$ cat src/rtl/velocity_limiter_with_watchdog_top_macros.svh
// Assertion macros shared by the velocity limiter RTL.
`ifndef VELOCITY_LIMITER_WITH_WATCHDOG_TOP_MACROS_SVH
`define VELOCITY_LIMITER_WITH_WATCHDOG_TOP_MACROS_SVH

// Same-cycle implication, sampled on clk, off during reset.
`define VLW_ASSERT_IMP(lbl, ante, cons, msg) \
    lbl: assert property (@(posedge clk) disable iff (!rst_n) (ante) |-> (cons)) else $error(msg);

// Next-cycle implication, sampled on clk, off during reset.
`define VLW_ASSERT_NEXT(lbl, ante, cons, msg) \
    lbl: assert property (@(posedge clk) disable iff (!rst_n) (ante) |=> (cons)) else $error(msg);

`endif

$ cat src/rtl/vlw_pkg.sv
// Shared types and constants for the velocity limiter.
package vlw_pkg;

    localparam int VEL_WIDTH_DEF = 32;
    localparam int FRAC_BITS_DEF = 16;
    localparam int LIMIT_W       = 31;
    localparam int TIMEOUT_W     = 16;
    localparam int AGE_W         = 16;
    localparam int OP_W          = 2;
    localparam int CFG_INDEX_W   = 1;
    localparam int CFG_DATA_W    = 16;

    localparam logic [AGE_W-1:0]     AGE_MAX       = 16'hFFFF;
    localparam logic [TIMEOUT_W-1:0] TIMEOUT_RESET = 16'd200;

    typedef enum logic [OP_W-1:0] {
        OP_CMD   = 2'd0,
        OP_LIMIT = 2'd1,
        OP_TICK  = 2'd2
    } op_t;

    localparam logic [CFG_INDEX_W-1:0] CFG_SCALE   = 1'b0;
    localparam logic [CFG_INDEX_W-1:0] CFG_TIMEOUT = 1'b1;

    // Control for the bit-serial arithmetic units.
    typedef struct packed {
        logic load;
        logic step;
        logic last;
    } ser_ctl_t;

endpackage

$ cat src/rtl/vlw_div.sv
// Restoring divider producing one ratio bit per cycle: floor(num * 2^FRAC_BITS / den).
module vlw_div #(
    parameter int VEL_WIDTH = vlw_pkg::VEL_WIDTH_DEF,
    parameter int FRAC_BITS = vlw_pkg::FRAC_BITS_DEF
) (
    input  logic                   clk,
    input  vlw_pkg::ser_ctl_t      ctl,
    input  logic [VEL_WIDTH-1:0]   num,
    input  logic [VEL_WIDTH-1:0]   den,
    output logic [FRAC_BITS:0]     quot
);
    import vlw_pkg::*;

    logic [VEL_WIDTH:0]   rem_reg;
    logic [VEL_WIDTH:0]   rem_next;
    logic [VEL_WIDTH:0]   rem_sel;
    logic [VEL_WIDTH:0]   diff;
    logic [VEL_WIDTH-1:0] den_reg;
    logic [FRAC_BITS:0]   quot_reg;
    logic [FRAC_BITS:0]   quot_next;
    logic                 ge;

    always_comb
    begin
        diff      = rem_reg - {1'b0, den_reg};
        ge        = (rem_reg >= {1'b0, den_reg});
        rem_sel   = ge ? diff : rem_reg;
        rem_next  = rem_reg;
        quot_next = quot_reg;
        if (ctl.load)
        begin
            rem_next  = {1'b0, num};
            quot_next = '0;
        end
        else if (ctl.step)
        begin
            quot_next = {quot_reg[FRAC_BITS-1:0], ge};
            // remainder stays below den, so the top bit drops out of the shift
            if (ctl.last)
                rem_next = rem_sel;
            else
                rem_next = {rem_sel[VEL_WIDTH-1:0], 1'b0};
        end
    end

    always_ff @(posedge clk)
    begin
        rem_reg  <= rem_next;
        quot_reg <= quot_next;
        if (ctl.load)
            den_reg <= den;
    end

    assign quot = quot_reg;

endmodule

$ cat src/rtl/vlw_mul.sv
// Shift-and-add multiplier, one ratio bit per cycle: floor(mag * ratio / 2^FRAC_BITS).
module vlw_mul #(
    parameter int VEL_WIDTH = vlw_pkg::VEL_WIDTH_DEF,
    parameter int FRAC_BITS = vlw_pkg::FRAC_BITS_DEF
) (
    input  logic                   clk,
    input  vlw_pkg::ser_ctl_t      ctl,
    input  logic [VEL_WIDTH-1:0]   mag,
    input  logic [FRAC_BITS:0]     ratio,
    output logic [VEL_WIDTH-1:0]   prod
);
    import vlw_pkg::*;

    logic [VEL_WIDTH-1:0] m_reg;
    logic [FRAC_BITS:0]   r_reg;
    logic [VEL_WIDTH:0]   hi_reg;
    logic [VEL_WIDTH:0]   hi_next;
    logic [VEL_WIDTH:0]   sum;

    always_comb
    begin
        sum     = hi_reg + (r_reg[0] ? {1'b0, m_reg} : '0);
        hi_next = hi_reg;
        if (ctl.load)
            hi_next = '0;
        else if (ctl.step)
        begin
            // the top ratio bit has weight one after the fraction bits drop out
            if (ctl.last)
                hi_next = sum;
            else
                hi_next = {1'b0, sum[VEL_WIDTH:1]};
        end
    end

    always_ff @(posedge clk)
    begin
        hi_reg <= hi_next;
        if (ctl.load)
        begin
            m_reg <= mag;
            r_reg <= ratio;
        end
        else if (ctl.step)
            r_reg <= {1'b0, r_reg[FRAC_BITS:1]};
    end

    assign prod = hi_reg[VEL_WIDTH-1:0];

endmodule

$ cat src/rtl/velocity_limiter_with_watchdog_top.sv
// Velocity command limiter with speed-limit watchdog: top level.
//
// Input stream s_*: s_tuser carries the item kind (0 command, 1 limit update, 2 tick;
// 3 is dropped). A command yields one result on m_*; limit updates and ticks yield none
// and are taken without leaving the idle state. Configuration writes arrive on cfg_* (index 0 angular
// scaling enable, index 1 timeout in ticks, 0 disables) and are always ready.
// Sequence: a stale command passes the clamp state and goes straight to the output stage. A fresh command
// with scaling on runs three serial dividers that produce the clamp ratios one bit per cycle,
// then two serial multipliers that scale the angular pair of each axis one bit per cycle;
// with scaling off the dividers still run but every multiply pass is skipped.
// An axis whose command is zero skips its multiply pass.
// The input is ready again at the edge that registers the result, so commands go
// one at a time.
// Reset: limit 0, limit age saturated (stale), scaling on, timeout 200 ticks.
// The result sits in an output register; while the receiver stalls, the block keeps
// taking ticks and limit updates, and a finished command waits for the register.
`include "velocity_limiter_with_watchdog_top_macros.svh"

module velocity_limiter_with_watchdog_top #(
    parameter int   VEL_WIDTH = vlw_pkg::VEL_WIDTH_DEF,
    parameter int   FRAC_BITS = vlw_pkg::FRAC_BITS_DEF,
    localparam int  S_DATA_W  = ((6 * VEL_WIDTH + vlw_pkg::LIMIT_W + 7) / 8) * 8,
    localparam int  M_DATA_W  = ((6 * VEL_WIDTH + 7) / 8) * 8
) (
    input  logic                              clk,
    input  logic                              rst_n,
    input  logic                              s_tvalid,
    output logic                              s_tready,
    // lin_x, lin_y, lin_z, ang_x, ang_y, ang_z, limit_value
    input  logic [S_DATA_W-1:0]               s_tdata,
    // op
    input  logic [vlw_pkg::OP_W-1:0]          s_tuser,
    output logic                              m_tvalid,
    input  logic                              m_tready,
    // out_lin_x, out_lin_y, out_lin_z, out_ang_x, out_ang_y, out_ang_z
    output logic [M_DATA_W-1:0]               m_tdata,
    // timed_out
    output logic [0:0]                        m_tuser,
    input  logic                              cfg_valid,
    output logic                              cfg_ready,
    input  logic [vlw_pkg::CFG_INDEX_W-1:0]   cfg_index,
    input  logic [vlw_pkg::CFG_DATA_W-1:0]    cfg_data
);
    import vlw_pkg::*;

    localparam int CNT_W = $clog2(FRAC_BITS + 1);
    localparam int CW    = ((VEL_WIDTH > LIMIT_W) ? VEL_WIDTH : LIMIT_W) + 2;

    localparam logic [1:0] AXIS_X = 2'd0;
    localparam logic [1:0] AXIS_Y = 2'd1;
    localparam logic [1:0] AXIS_Z = 2'd2;

    typedef enum logic [2:0] {
        ST_IDLE,
        ST_CLAMP,
        ST_DIV,
        ST_MLOAD,
        ST_MRUN,
        ST_MWB,
        ST_FIN
    } state_t;

    state_t               state_reg, state_next;
    logic [CNT_W-1:0]     cnt_reg, cnt_next;
    logic [1:0]           axis_reg, axis_next;
    logic [LIMIT_W-1:0]   limit_reg, limit_next;
    logic [AGE_W-1:0]     age_reg, age_next;
    logic                 scale_reg, scale_next;
    logic [TIMEOUT_W-1:0] timeout_reg, timeout_next;
    logic                 out_valid_reg, out_valid_next;
    logic [M_DATA_W-1:0]  out_data_reg, out_data_next;
    logic                 out_user_reg, out_user_next;

    logic [VEL_WIDTH-1:0] lin_reg [3];
    logic [VEL_WIDTH-1:0] cl_reg [3];
    logic                 lin_nz_reg [3];
    logic                 ang_sign_reg [3];
    logic [VEL_WIDTH-1:0] ang_mag_reg [3];
    logic                 stale_reg;

    logic [VEL_WIDTH-1:0] lin_in [3];
    logic [VEL_WIDTH-1:0] ang_in [3];
    logic [VEL_WIDTH-1:0] ang_in_mag [3];
    logic [LIMIT_W-1:0]   limit_in;
    op_t                  op_in;
    logic                 in_fire;
    logic                 fresh;

    logic [CW-1:0]        v_ext [3];
    logic [CW-1:0]        lim_ext;
    logic [CW-1:0]        neg_lim;
    logic [VEL_WIDTH-1:0] lin_mag [3];
    logic [VEL_WIDTH-1:0] cl_val [3];
    logic [VEL_WIDTH-1:0] cl_mag [3];
    logic [FRAC_BITS:0]   ratio [3];

    ser_ctl_t             div_ctl;
    ser_ctl_t             mul_ctl;
    logic [VEL_WIDTH-1:0] opa_mag;
    logic [VEL_WIDTH-1:0] opb_mag;
    logic [FRAC_BITS:0]   ratio_sel;
    logic                 nz_sel;
    logic [VEL_WIDTH-1:0] prod_a;
    logic [VEL_WIDTH-1:0] prod_b;
    logic [M_DATA_W-1:0]  out_pack;

    // Input unpacking
    always_comb
    begin
        for (int i = 0; i < 3; i++)
        begin
            lin_in[i]     = s_tdata[i*VEL_WIDTH +: VEL_WIDTH];
            ang_in[i]     = s_tdata[(3+i)*VEL_WIDTH +: VEL_WIDTH];
            ang_in_mag[i] = ang_in[i][VEL_WIDTH-1] ? (VEL_WIDTH'(0) - ang_in[i]) : ang_in[i];
        end
    end

    assign limit_in  = s_tdata[6*VEL_WIDTH +: LIMIT_W];
    assign op_in     = op_t'(s_tuser);
    assign s_tready  = (state_reg == ST_IDLE);
    assign in_fire   = s_tvalid && s_tready;
    assign cfg_ready = 1'b1;
    assign fresh     = (timeout_reg == '0) || (age_reg < timeout_reg);

    // Clamp each linear axis to plus or minus the limit
    assign lim_ext = {{(CW-LIMIT_W){1'b0}}, limit_reg};
    assign neg_lim = CW'(0) - lim_ext;

    always_comb
    begin
        for (int i = 0; i < 3; i++)
        begin
            v_ext[i]   = {{(CW-VEL_WIDTH){lin_reg[i][VEL_WIDTH-1]}}, lin_reg[i]};
            lin_mag[i] = lin_reg[i][VEL_WIDTH-1] ? (VEL_WIDTH'(0) - lin_reg[i]) : lin_reg[i];
            if ($signed(v_ext[i]) > $signed(lim_ext))
            begin
                cl_val[i] = lim_ext[VEL_WIDTH-1:0];
                cl_mag[i] = lim_ext[VEL_WIDTH-1:0];
            end
            else if ($signed(v_ext[i]) < $signed(neg_lim))
            begin
                cl_val[i] = neg_lim[VEL_WIDTH-1:0];
                cl_mag[i] = lim_ext[VEL_WIDTH-1:0];
            end
            else
            begin
                cl_val[i] = lin_reg[i];
                cl_mag[i] = lin_mag[i];
            end
        end
    end

    // One ratio per axis, all three at once
    for (genvar g = 0; g < 3; g++)
    begin : g_div
        vlw_div #(
            .VEL_WIDTH (VEL_WIDTH),
            .FRAC_BITS (FRAC_BITS)
        ) u_div (
            .clk  (clk),
            .ctl  (div_ctl),
            .num  (cl_mag[g]),
            .den  (lin_mag[g]),
            .quot (ratio[g])
        );
    end

    // Each axis ratio scales the two other angular components
    always_comb
    begin
        unique case (axis_reg)
            AXIS_X:
            begin
                opa_mag   = ang_mag_reg[1];
                opb_mag   = ang_mag_reg[2];
                ratio_sel = ratio[0];
                nz_sel    = lin_nz_reg[0];
            end
            AXIS_Y:
            begin
                opa_mag   = ang_mag_reg[0];
                opb_mag   = ang_mag_reg[2];
                ratio_sel = ratio[1];
                nz_sel    = lin_nz_reg[1];
            end
            default:
            begin
                opa_mag   = ang_mag_reg[0];
                opb_mag   = ang_mag_reg[1];
                ratio_sel = ratio[2];
                nz_sel    = lin_nz_reg[2];
            end
        endcase
    end

    vlw_mul #(
        .VEL_WIDTH (VEL_WIDTH),
        .FRAC_BITS (FRAC_BITS)
    ) u_mul_a (
        .clk   (clk),
        .ctl   (mul_ctl),
        .mag   (opa_mag),
        .ratio (ratio_sel),
        .prod  (prod_a)
    );

    vlw_mul #(
        .VEL_WIDTH (VEL_WIDTH),
        .FRAC_BITS (FRAC_BITS)
    ) u_mul_b (
        .clk   (clk),
        .ctl   (mul_ctl),
        .mag   (opb_mag),
        .ratio (ratio_sel),
        .prod  (prod_b)
    );

    // Result packing
    always_comb
    begin
        out_pack = '0;
        for (int i = 0; i < 3; i++)
        begin
            out_pack[i*VEL_WIDTH +: VEL_WIDTH]     = cl_reg[i];
            out_pack[(3+i)*VEL_WIDTH +: VEL_WIDTH] = ang_sign_reg[i]
                ? (VEL_WIDTH'(0) - ang_mag_reg[i]) : ang_mag_reg[i];
        end
    end

    // Sequencer, watchdog and configuration
    always_comb
    begin
        state_next     = state_reg;
        cnt_next       = cnt_reg;
        axis_next      = axis_reg;
        limit_next     = limit_reg;
        age_next       = age_reg;
        scale_next     = scale_reg;
        timeout_next   = timeout_reg;
        out_valid_next = out_valid_reg;
        out_data_next  = out_data_reg;
        out_user_next  = out_user_reg;
        div_ctl        = '0;
        mul_ctl        = '0;

        if (cfg_valid && cfg_ready)
        begin
            unique case (cfg_index)
                CFG_SCALE:   scale_next   = cfg_data[0];
                CFG_TIMEOUT: timeout_next = cfg_data[TIMEOUT_W-1:0];
                default:     ;
            endcase
        end

        if (m_tvalid && m_tready)
            out_valid_next = 1'b0;

        unique case (state_reg)
            ST_IDLE:
            begin
                if (in_fire)
                begin
                    case (op_in)
                        OP_CMD:
                            state_next = ST_CLAMP;
                        OP_LIMIT:
                        begin
                            limit_next = limit_in;
                            age_next   = '0;
                        end
                        OP_TICK:
                        begin
                            if (age_reg != AGE_MAX)
                                age_next = age_reg + AGE_W'(1);
                        end
                        default: ;
                    endcase
                end
            end
            ST_CLAMP:
            begin
                div_ctl.load = 1'b1;
                cnt_next     = '0;
                state_next   = stale_reg ? ST_FIN : ST_DIV;
            end
            ST_DIV:
            begin
                div_ctl.step = 1'b1;
                div_ctl.last = (cnt_reg == CNT_W'(FRAC_BITS));
                cnt_next     = cnt_reg + CNT_W'(1);
                if (div_ctl.last)
                begin
                    axis_next  = AXIS_X;
                    state_next = ST_MLOAD;
                end
            end
            ST_MLOAD:
            begin
                // skip an axis whose command is zero, or every axis with scaling off
                if (scale_reg && nz_sel)
                begin
                    mul_ctl.load = 1'b1;
                    cnt_next     = '0;
                    state_next   = ST_MRUN;
                end
                else if (axis_reg == AXIS_Z)
                    state_next = ST_FIN;
                else
                    axis_next = axis_reg + 2'd1;
            end
            ST_MRUN:
            begin
                mul_ctl.step = 1'b1;
                mul_ctl.last = (cnt_reg == CNT_W'(FRAC_BITS));
                cnt_next     = cnt_reg + CNT_W'(1);
                if (mul_ctl.last)
                    state_next = ST_MWB;
            end
            ST_MWB:
            begin
                if (axis_reg == AXIS_Z)
                    state_next = ST_FIN;
                else
                begin
                    axis_next  = axis_reg + 2'd1;
                    state_next = ST_MLOAD;
                end
            end
            ST_FIN:
            begin
                // hold until the output register is free
                if (!out_valid_reg || m_tready)
                begin
                    out_valid_next = 1'b1;
                    out_data_next  = stale_reg ? '0 : out_pack;
                    out_user_next  = stale_reg;
                    state_next     = ST_IDLE;
                end
            end
            default:
                state_next = ST_IDLE;
        endcase
    end

    always_ff @(posedge clk or negedge rst_n)
    begin
        if (!rst_n)
        begin
            state_reg     <= ST_IDLE;
            cnt_reg       <= '0;
            axis_reg      <= AXIS_X;
            limit_reg     <= '0;
            age_reg       <= AGE_MAX;
            scale_reg     <= 1'b1;
            timeout_reg   <= TIMEOUT_RESET;
            out_valid_reg <= 1'b0;
            out_data_reg  <= '0;
            out_user_reg  <= 1'b0;
        end
        else
        begin
            state_reg     <= state_next;
            cnt_reg       <= cnt_next;
            axis_reg      <= axis_next;
            limit_reg     <= limit_next;
            age_reg       <= age_next;
            scale_reg     <= scale_next;
            timeout_reg   <= timeout_next;
            out_valid_reg <= out_valid_next;
            out_data_reg  <= out_data_next;
            out_user_reg  <= out_user_next;
        end
    end

    // Command payload and working values
    always_ff @(posedge clk)
    begin
        if (in_fire && op_in == OP_CMD)
        begin
            stale_reg <= !fresh;
            for (int i = 0; i < 3; i++)
            begin
                lin_reg[i]      <= lin_in[i];
                ang_sign_reg[i] <= ang_in[i][VEL_WIDTH-1];
                ang_mag_reg[i]  <= ang_in_mag[i];
            end
        end
        if (state_reg == ST_CLAMP)
        begin
            for (int i = 0; i < 3; i++)
            begin
                cl_reg[i]     <= cl_val[i];
                lin_nz_reg[i] <= (lin_reg[i] != '0);
            end
        end
        if (state_reg == ST_MWB)
        begin
            unique case (axis_reg)
                AXIS_X:
                begin
                    ang_mag_reg[1] <= prod_a;
                    ang_mag_reg[2] <= prod_b;
                end
                AXIS_Y:
                begin
                    ang_mag_reg[0] <= prod_a;
                    ang_mag_reg[2] <= prod_b;
                end
                default:
                begin
                    ang_mag_reg[0] <= prod_a;
                    ang_mag_reg[1] <= prod_b;
                end
            endcase
        end
    end

    assign m_tvalid = out_valid_reg;
    assign m_tdata  = out_data_reg;
    assign m_tuser  = out_user_reg;

    `VLW_ASSERT_IMP(a_stale_zero, m_tvalid && m_tuser[0], m_tdata == '0, "stale result carries nonzero data")
    `VLW_ASSERT_NEXT(a_age_sat, in_fire && op_in == OP_TICK && age_reg == AGE_MAX, age_reg == AGE_MAX, "limit age wrapped")
    `VLW_ASSERT_NEXT(a_limit_age, in_fire && op_in == OP_LIMIT, age_reg == '0, "limit update left age set")
    `VLW_ASSERT_NEXT(a_fin_hold, state_reg == ST_FIN && m_tvalid && !m_tready, state_reg == ST_FIN && m_tvalid, "pending result overwritten")
    `VLW_ASSERT_IMP(a_cnt_range, state_reg == ST_DIV || state_reg == ST_MRUN, cnt_reg <= CNT_W'(FRAC_BITS), "bit counter out of range")

endmodule
$ cat config.mk
export PLATFORM = sky130hd
export DESIGN_NAME = velocity_limiter_with_watchdog_top
export DESIGN_NICKNAME = d
export VERILOG_FILES = /design/src/rtl/vlw_pkg.sv /design/src/rtl/vlw_div.sv /design/src/rtl/vlw_mul.sv /design/src/rtl/velocity_limiter_with_watchdog_top.sv
export VERILOG_INCLUDE_DIRS = /design/src /design/src/rtl
export SDC_FILE = /design/constraint.sdc
export NUM_CORES = 2
export LEC_CHECK = 0
export BUFFER_PORTS_ARGS = -buffer_cell sky130_fd_sc_hd__buf_2
export CAP_MARGIN = 5
export CORE_MARGIN = 2
export CORE_UTILIZATION = 30
export CTS_BUF_LIST = sky130_fd_sc_hd__clkbuf_4 sky130_fd_sc_hd__clkbuf_8
export CTS_CLUSTER_DIAMETER = 150
export DETAILED_ROUTE_END_ITERATION = 8
export GPL_TIMING_DRIVEN = 1
export HOLD_SLACK_MARGIN = 0.15
export PLACE_DENSITY = 0.43
export SETUP_SLACK_MARGIN = 0.1
export SKIP_LAST_GASP = 1
export SLEW_MARGIN = 20
export SYNTH_ARGS = -nofsm -noshare
export SYNTH_HDL_FRONTEND = slang
export SYNTH_SLANG_ARGS = --single-unit
export TNS_END_PERCENT = 30
$ cat constraint.sdc
create_clock -name clk -period 12.5 [get_ports clk]
set_input_delay 1.875 -clock clk [delete_from_list [all_inputs] [get_ports clk]]
set_output_delay 1.875 -clock clk [all_outputs]
set_load 0.05 [all_outputs]
# Yosys cells after proc, flatten, opt, wreduce, memory -nomap -nowiden
# Memories as Yosys holds them, arrays and structs flattened.
# Cells that the tools add are included.
# Widths: inputs -> output; s select.
# op_classes
magnitude_cmp	10
bitwise_logic	7
n_shift	0
n_addsub	18
reduce_logical	33
div	0
mux	90
mul	0
n_eq_ne	24
# op_table
cell	count
$mux 32	37
$sub 1x32->32 const A	9
$mux 33	8
$mux 192	1
$ge 33x32->1	3
$sub 33x32->33	3
$gt 32x32->1	3
$lt 32x32->1	3
$reduce_bool 32->1	3
$mux 17	4
$add 33x33->33	2
$pmux 17 s2	1
$pmux 16 s2	1
$sub 1x31->32 const A	1
$mux 3	9
$pmux 3 s7	1
$mux 1	18
$add 16x1->16 const B	1
$logic_not 16->1	1
$lt 16x16->1	1
$mux 16	1
$ne 16x16->1 const B	1
$pmux 5 s3	1
$reduce_and 2->1	7
other kinds (28)	62
# totals
mem_count	5
ram_bits	294
out_inout_bits	196
regBits	679
elab_cells	216
mem_bits_ro	0
latch_bits	0
# mem_list
memory	depth	word_bits	rd	rd_ports_with_merged_regs	wr	line_no	source
ang_mag_reg	3	32	3	0	3	velocity_limiter_with_watchdog_top.sv:78	logic [VEL_WIDTH-1:0] ang_mag_reg [3];
cl_reg	3	32	3	0	3	velocity_limiter_with_watchdog_top.sv:75	logic [VEL_WIDTH-1:0] cl_reg [3];
lin_reg	3	32	3	0	3	velocity_limiter_with_watchdog_top.sv:74	logic [VEL_WIDTH-1:0] lin_reg [3];
ang_sign_reg	3	1	3	0	3	velocity_limiter_with_watchdog_top.sv:77	logic ang_sign_reg [3];
lin_nz_reg	3	1	3	0	3	velocity_limiter_with_watchdog_top.sv:76	logic lin_nz_reg [3];

# Depth between registers and ports, before layout
# depth
depth_word	7
ltp_mapped	23

# Cells and area by module
# From an unflattened synthesis, not the netlist that was laid out.
# hier_totals
cells_unflattened	6891
area_unflattened_um2	65078.7
# modules_own_cells
mod	instances	area_each_um2	cells_each
velocity_limiter_with_watchdog_top	1	36897.9	3967
vlw_div (g_div[1].u_div ...)	2	5659.2	601
vlw_mul	2	5445.2	557
vlw_div (g_div[0].u_div)	1	5972.0	608

# Worst setup path before layout
# No wires, ideal clock.
# synth_path
path_kind	input port to flip-flop
startpoint	input port s_tvalid
endpoint	memory ang_mag_reg[0][32] (netlist bit) (enable)
path_buffers	0
setup_time_ps	441
setup_slack_ps	3635
cell_stages	5
arrival_ps	8424
path_cell_list	nor2b_1 > nand2_1 > nor2_1 > nor2_1 > a31oi_1
# synth_lines
element	line_no	source
start, declared	velocity_limiter_with_watchdog_top.sv:27	input logic s_tvalid,
end, declared	velocity_limiter_with_watchdog_top.sv:78	

# Worst setup path after layout
# layout_path
startpoint	register limit_reg[0]
endpoint	register g_div[2].u_div.rem_reg[11], data pin
# layout_via
elab_chain_len	5
word_cells_on_any_way	6
cone_classes	add/sub (1); order compare (2); mux (3)
# layout_rtl
element	line_no	source
start, declared	velocity_limiter_with_watchdog_top.sv:66	logic [LIMIT_W-1:0] limit_reg, limit_next;
start signal, assigned	velocity_limiter_with_watchdog_top.sv:365	limit_reg <= limit_next;
$sub 1x31->32	velocity_limiter_with_watchdog_top.sv:127	assign neg_lim = CW'(0) - lim_ext;
$lt 32x32->1	velocity_limiter_with_watchdog_top.sv:140	else if ($signed(v_ext[i]) < $signed(neg_lim))
$mux 32	velocity_limiter_with_watchdog_top.sv:140	
$mux 32 *	velocity_limiter_with_watchdog_top.sv:135	if ($signed(v_ext[i]) > $signed(lim_ext))
$mux 32 *	vlw_div.sv:30	if (ctl.load)
named net g_div[2].u_div.rem_next[11]	vlw_div.sv:15	logic [VEL_WIDTH:0] rem_next;
end signal, assigned	vlw_div.sv:48	rem_reg <= rem_next;
end, declared	vlw_div.sv:14	logic [VEL_WIDTH:0] rem_reg;
# Mark *: on every way through the listed nets, which the timed path passes. The rest lies on a longest branch.
# A chain may end at the register's enable or synchronous reset.

==> qor.csv <==
metric,value,unit
outcome,"finished, final reports clean",
Vias/cell,5.423,
dpl hpwl,184.3,mm
# nets final,7658,
Worst IR Drop VDD,0.1805,mV
vias in the first global route,52150,
Port-buffer cells,441,
async set or reset register ratio after synthesis,28.03,%
Starting Density,30.23,%
final setup fails,0,
clk sinks,956,
Pre-Repair DR Iteration Count,6,
worst skew pair latency,0.99,ns
Crit path max-delay family,simple AND/OR/NAND/NOR gates,
Reg2Reg Depth,19,
sequential area share after synthesis,42.31,%
Synth area leaders,"edfxtp_1, dfrtp_1, ha_1, nand2_1, o21ai_0",
Final min period,7.987,ns
RSZ-0062 raised after global routing,no,
fin crit share,63.90,%
initial antenna violation count,31,
slew margin rel.,25.48,%
Most used DFF post-synth,edfxtp_1,
"Hold Vio Cnt, Final",0,
non-filler cells in the finished layout,9895,
Core Area,204800,um^2
"area leader, netlist",edfxtp_1,
DIE WIDTH,458.2,um
"antenna viol nets, final",0,
H-tree levels,4,
Mapped Nets,7298,
"Design Area, Final",71140,um^2
Placement Rows,166,
total track usage,22.98,%
synthesized area,61900,um^2
Area Overhead vs Synth,14.93,%
post-synth top area share,27.55,%
Max clock buf depth,3,
Leakage,28.73,nW
setup TNS,0,ns
Worst setup EP type,register,
fillers,21320,
DRC errors left,0,
Overall Power,18.29,mW
Wirelength per Cell,25.11,um
CP max FO,17,
CP startpoint kind,register,
syn_area_per_cell,9.275,um^2
worst stage delay on the critical path,0.83,ns
CTS root buf,clkbuf_8,
CTS Hold Buffers Added,0,
die area,210000,um^2
CP Cell Sequence,"inv_1, ha_1, or4b_1, or2_2, nor3_1, buf_4, and3_1, and2_1, xnor2_1, ha_1, nand2_1, nor4_1, nand3_1, nor4b_1, a211o_2, mux2i_4, buf_4, mux2_1, a221o_1",
CTS tree,built,
Placed Cells,9531,
first-pass GRT wire length,358.9,mm
Vias,53660,
Final Max Tran Viols,0,
Crit path required time,13.21,ns
layout cells sized above 1,14.78,%
Worst Tran Pin Value,1.118,ns
Power Dens Cells,257.1,nW/um^2
Num CTS Buffers,188,
Post-CTS Repair Setup Buffers,0,
#FFs+latches synth,956,
DP Area,67010,um^2
CP bufs+invs,3,
Crit path depth,19,
hold_ws,0.4500,ns
Die Y,458.2,um
worst hold path cell count,2,
CP arrival,8.70,ns
Peak Freq,125.2,MHz
final wirelength,248.5,mm
kind of critical path,register to register,
max reg flops,192,
routability cong.,0.9129,
maximum number of pins on one net before global-route repair,197,
num ports,444,
max_cap viols,0,
DR iter-0 viols,4925,
synth warn,0,
CP max stage cell,mux2i_4,
Clock transition at path regs,0.06,ns
post-cts sizing count,0,
Fin Clk Skew,0.05989,ns
synthesized instance count,6674,
worst hold path type,register to register,
Synth cell types,106,
grt ovf,0,
Post-synth EDFFs,568,
final timing paths:
kind                                              end                   start  slack (ns)
max                        g_div[2].u_div.rem_reg[11]            limit_reg[0]        4.51
min                           g_div[2].u_div.quot[10]  g_div[2].u_div.quot[9]        0.45
min in group asynchronous                m_tdata[185]                   rst_n        0.92
max reg2reg                g_div[2].u_div.rem_reg[11]            limit_reg[0]        4.51
max in group asynchronous               limit_reg[22]                   rst_n        9.42
min reg2reg                   g_div[2].u_div.quot[10]  g_div[2].u_div.quot[9]        0.45
cell type report:
class                           count  area [um^2]  area share [%]
Inverter                          249        949.7           1.335
Clock inverter                     71        678.2          0.9533
Multi-Input combinational cell   5089        33450           47.02
Timing Repair Buffer              550         3068           4.312
Clock buffer                      278         3407           4.789
Tap cell                         2688         3363           4.728
Antenna cell                       14        35.03         0.04925
Sequential cell                   956        26190           36.81
metal layers:
layer | track usage (%) | vias up | wire, um | part of all wire, %
met5 | 0 | - | 82 | 0.033
met2 | 37.68 | 1676 | 116000 | 47
met3 | 4.187 | 397 | 14760 | 5.9
li1 | - | 25320 | - | -
met1 | 30.33 | 26250 | 108800 | 44
met4 | 7.875 | 12 | 8858 | 3.6
logic make-up (layout without fill, tap and decap cells):
family,after synthesis,after routing,synth area share [%]
AO/OA/AOI/OAI,1895,1895,19.42
adder cells (fa/ha/maj),376,376,7.661
multiplexers,248,248,4.180
XOR/XNOR,406,406,5.745
flip-flops,956,956,42.31
buffers and inverters,629,1148,3.998
other,1,15,0.006058
AND/OR/NAND/NOR,2163,2163,16.68
cell usage after synthesis, types with 24 or more instances:
cell type    n
a221oi_1    25
o211ai_1    73
a21o_1      94
nand2b_1   142
xnor2_1    227
xor2_1     179
a211o_1     26
nor4_1      46
and2_1      78
nand4_1     55
dfrtp_1    248
o31ai_1    112
o21ai_0    525
edfxtp_1   568
nor2_1     377
nor2b_1     37
or3_1       77
a221o_1     32
and3_1      51
o41ai_1     38
nand2_1    903
a31oi_1     94
or4_1       50
inv_1      245
mux2i_1    184
dfxtp_1    120
o22ai_1     39
o21ai_1     61
mux2_2      56
a22oi_1     24
ha_1       371
nor3_1     118
o21a_1      50
or2_2       31
nand3_1    117
clkbuf_1   323
a211oi_1    58
a21oi_1    430
o221ai_1    35
placed cells by master (no fill, tap or decap), types with 58 or more instances in the layout:
cell        n
edfxtp_1  568
xnor2_1   227
dfxtp_1   120
a211oi_1   58
a21o_1     94
o211ai_1   73
or3_1      77
and2_1     77
ha_1      370
buf_4     106
dfrtp_1   248
nand3_1   116
buf_2     440
a21oi_1   428
o31ai_1   111
clkbuf_8  211
nor2_1    370
inv_1     242
mux2i_1   184
nand2b_1  140
a31oi_1    92
xor2_1    179
o21ai_1    61
nand2_1   898
clkbuf_4   67
o21ai_0   524
nor3_1    117
tightest hold or removal path, stage by stage (launching register included):
cell and delay [ns]:
dfxtp_1 0.32, nand2_1 0.06, a21oi_1 0.05
power by group:
group | internal [mW] | total, mW | switching, mW | leakage [nW]
clock network | 1.95 | 3.51 | 1.56 | 2.16
logic | 3.14 | 9.40 | 6.26 | 17.0
registers | 4.53 | 5.39 | 0.856 | 9.55
metrics by stage:
| stage | util, % | worst slack, ns |
|---|---|---|
| 2_1_floorplan | - | 3.635 |
| 3_3_place_gp | 32.72 | 4.767 |
| 3_5_place_dp | 32.72 | 4.707 |
| 4_1_cts | 34.71 | 4.713 |
| 5_1_grt | 34.73 | 4.229 |
| 6_report | 34.74 | 4.513 |
Note: power is estimated with default switching activity, not from simulation.
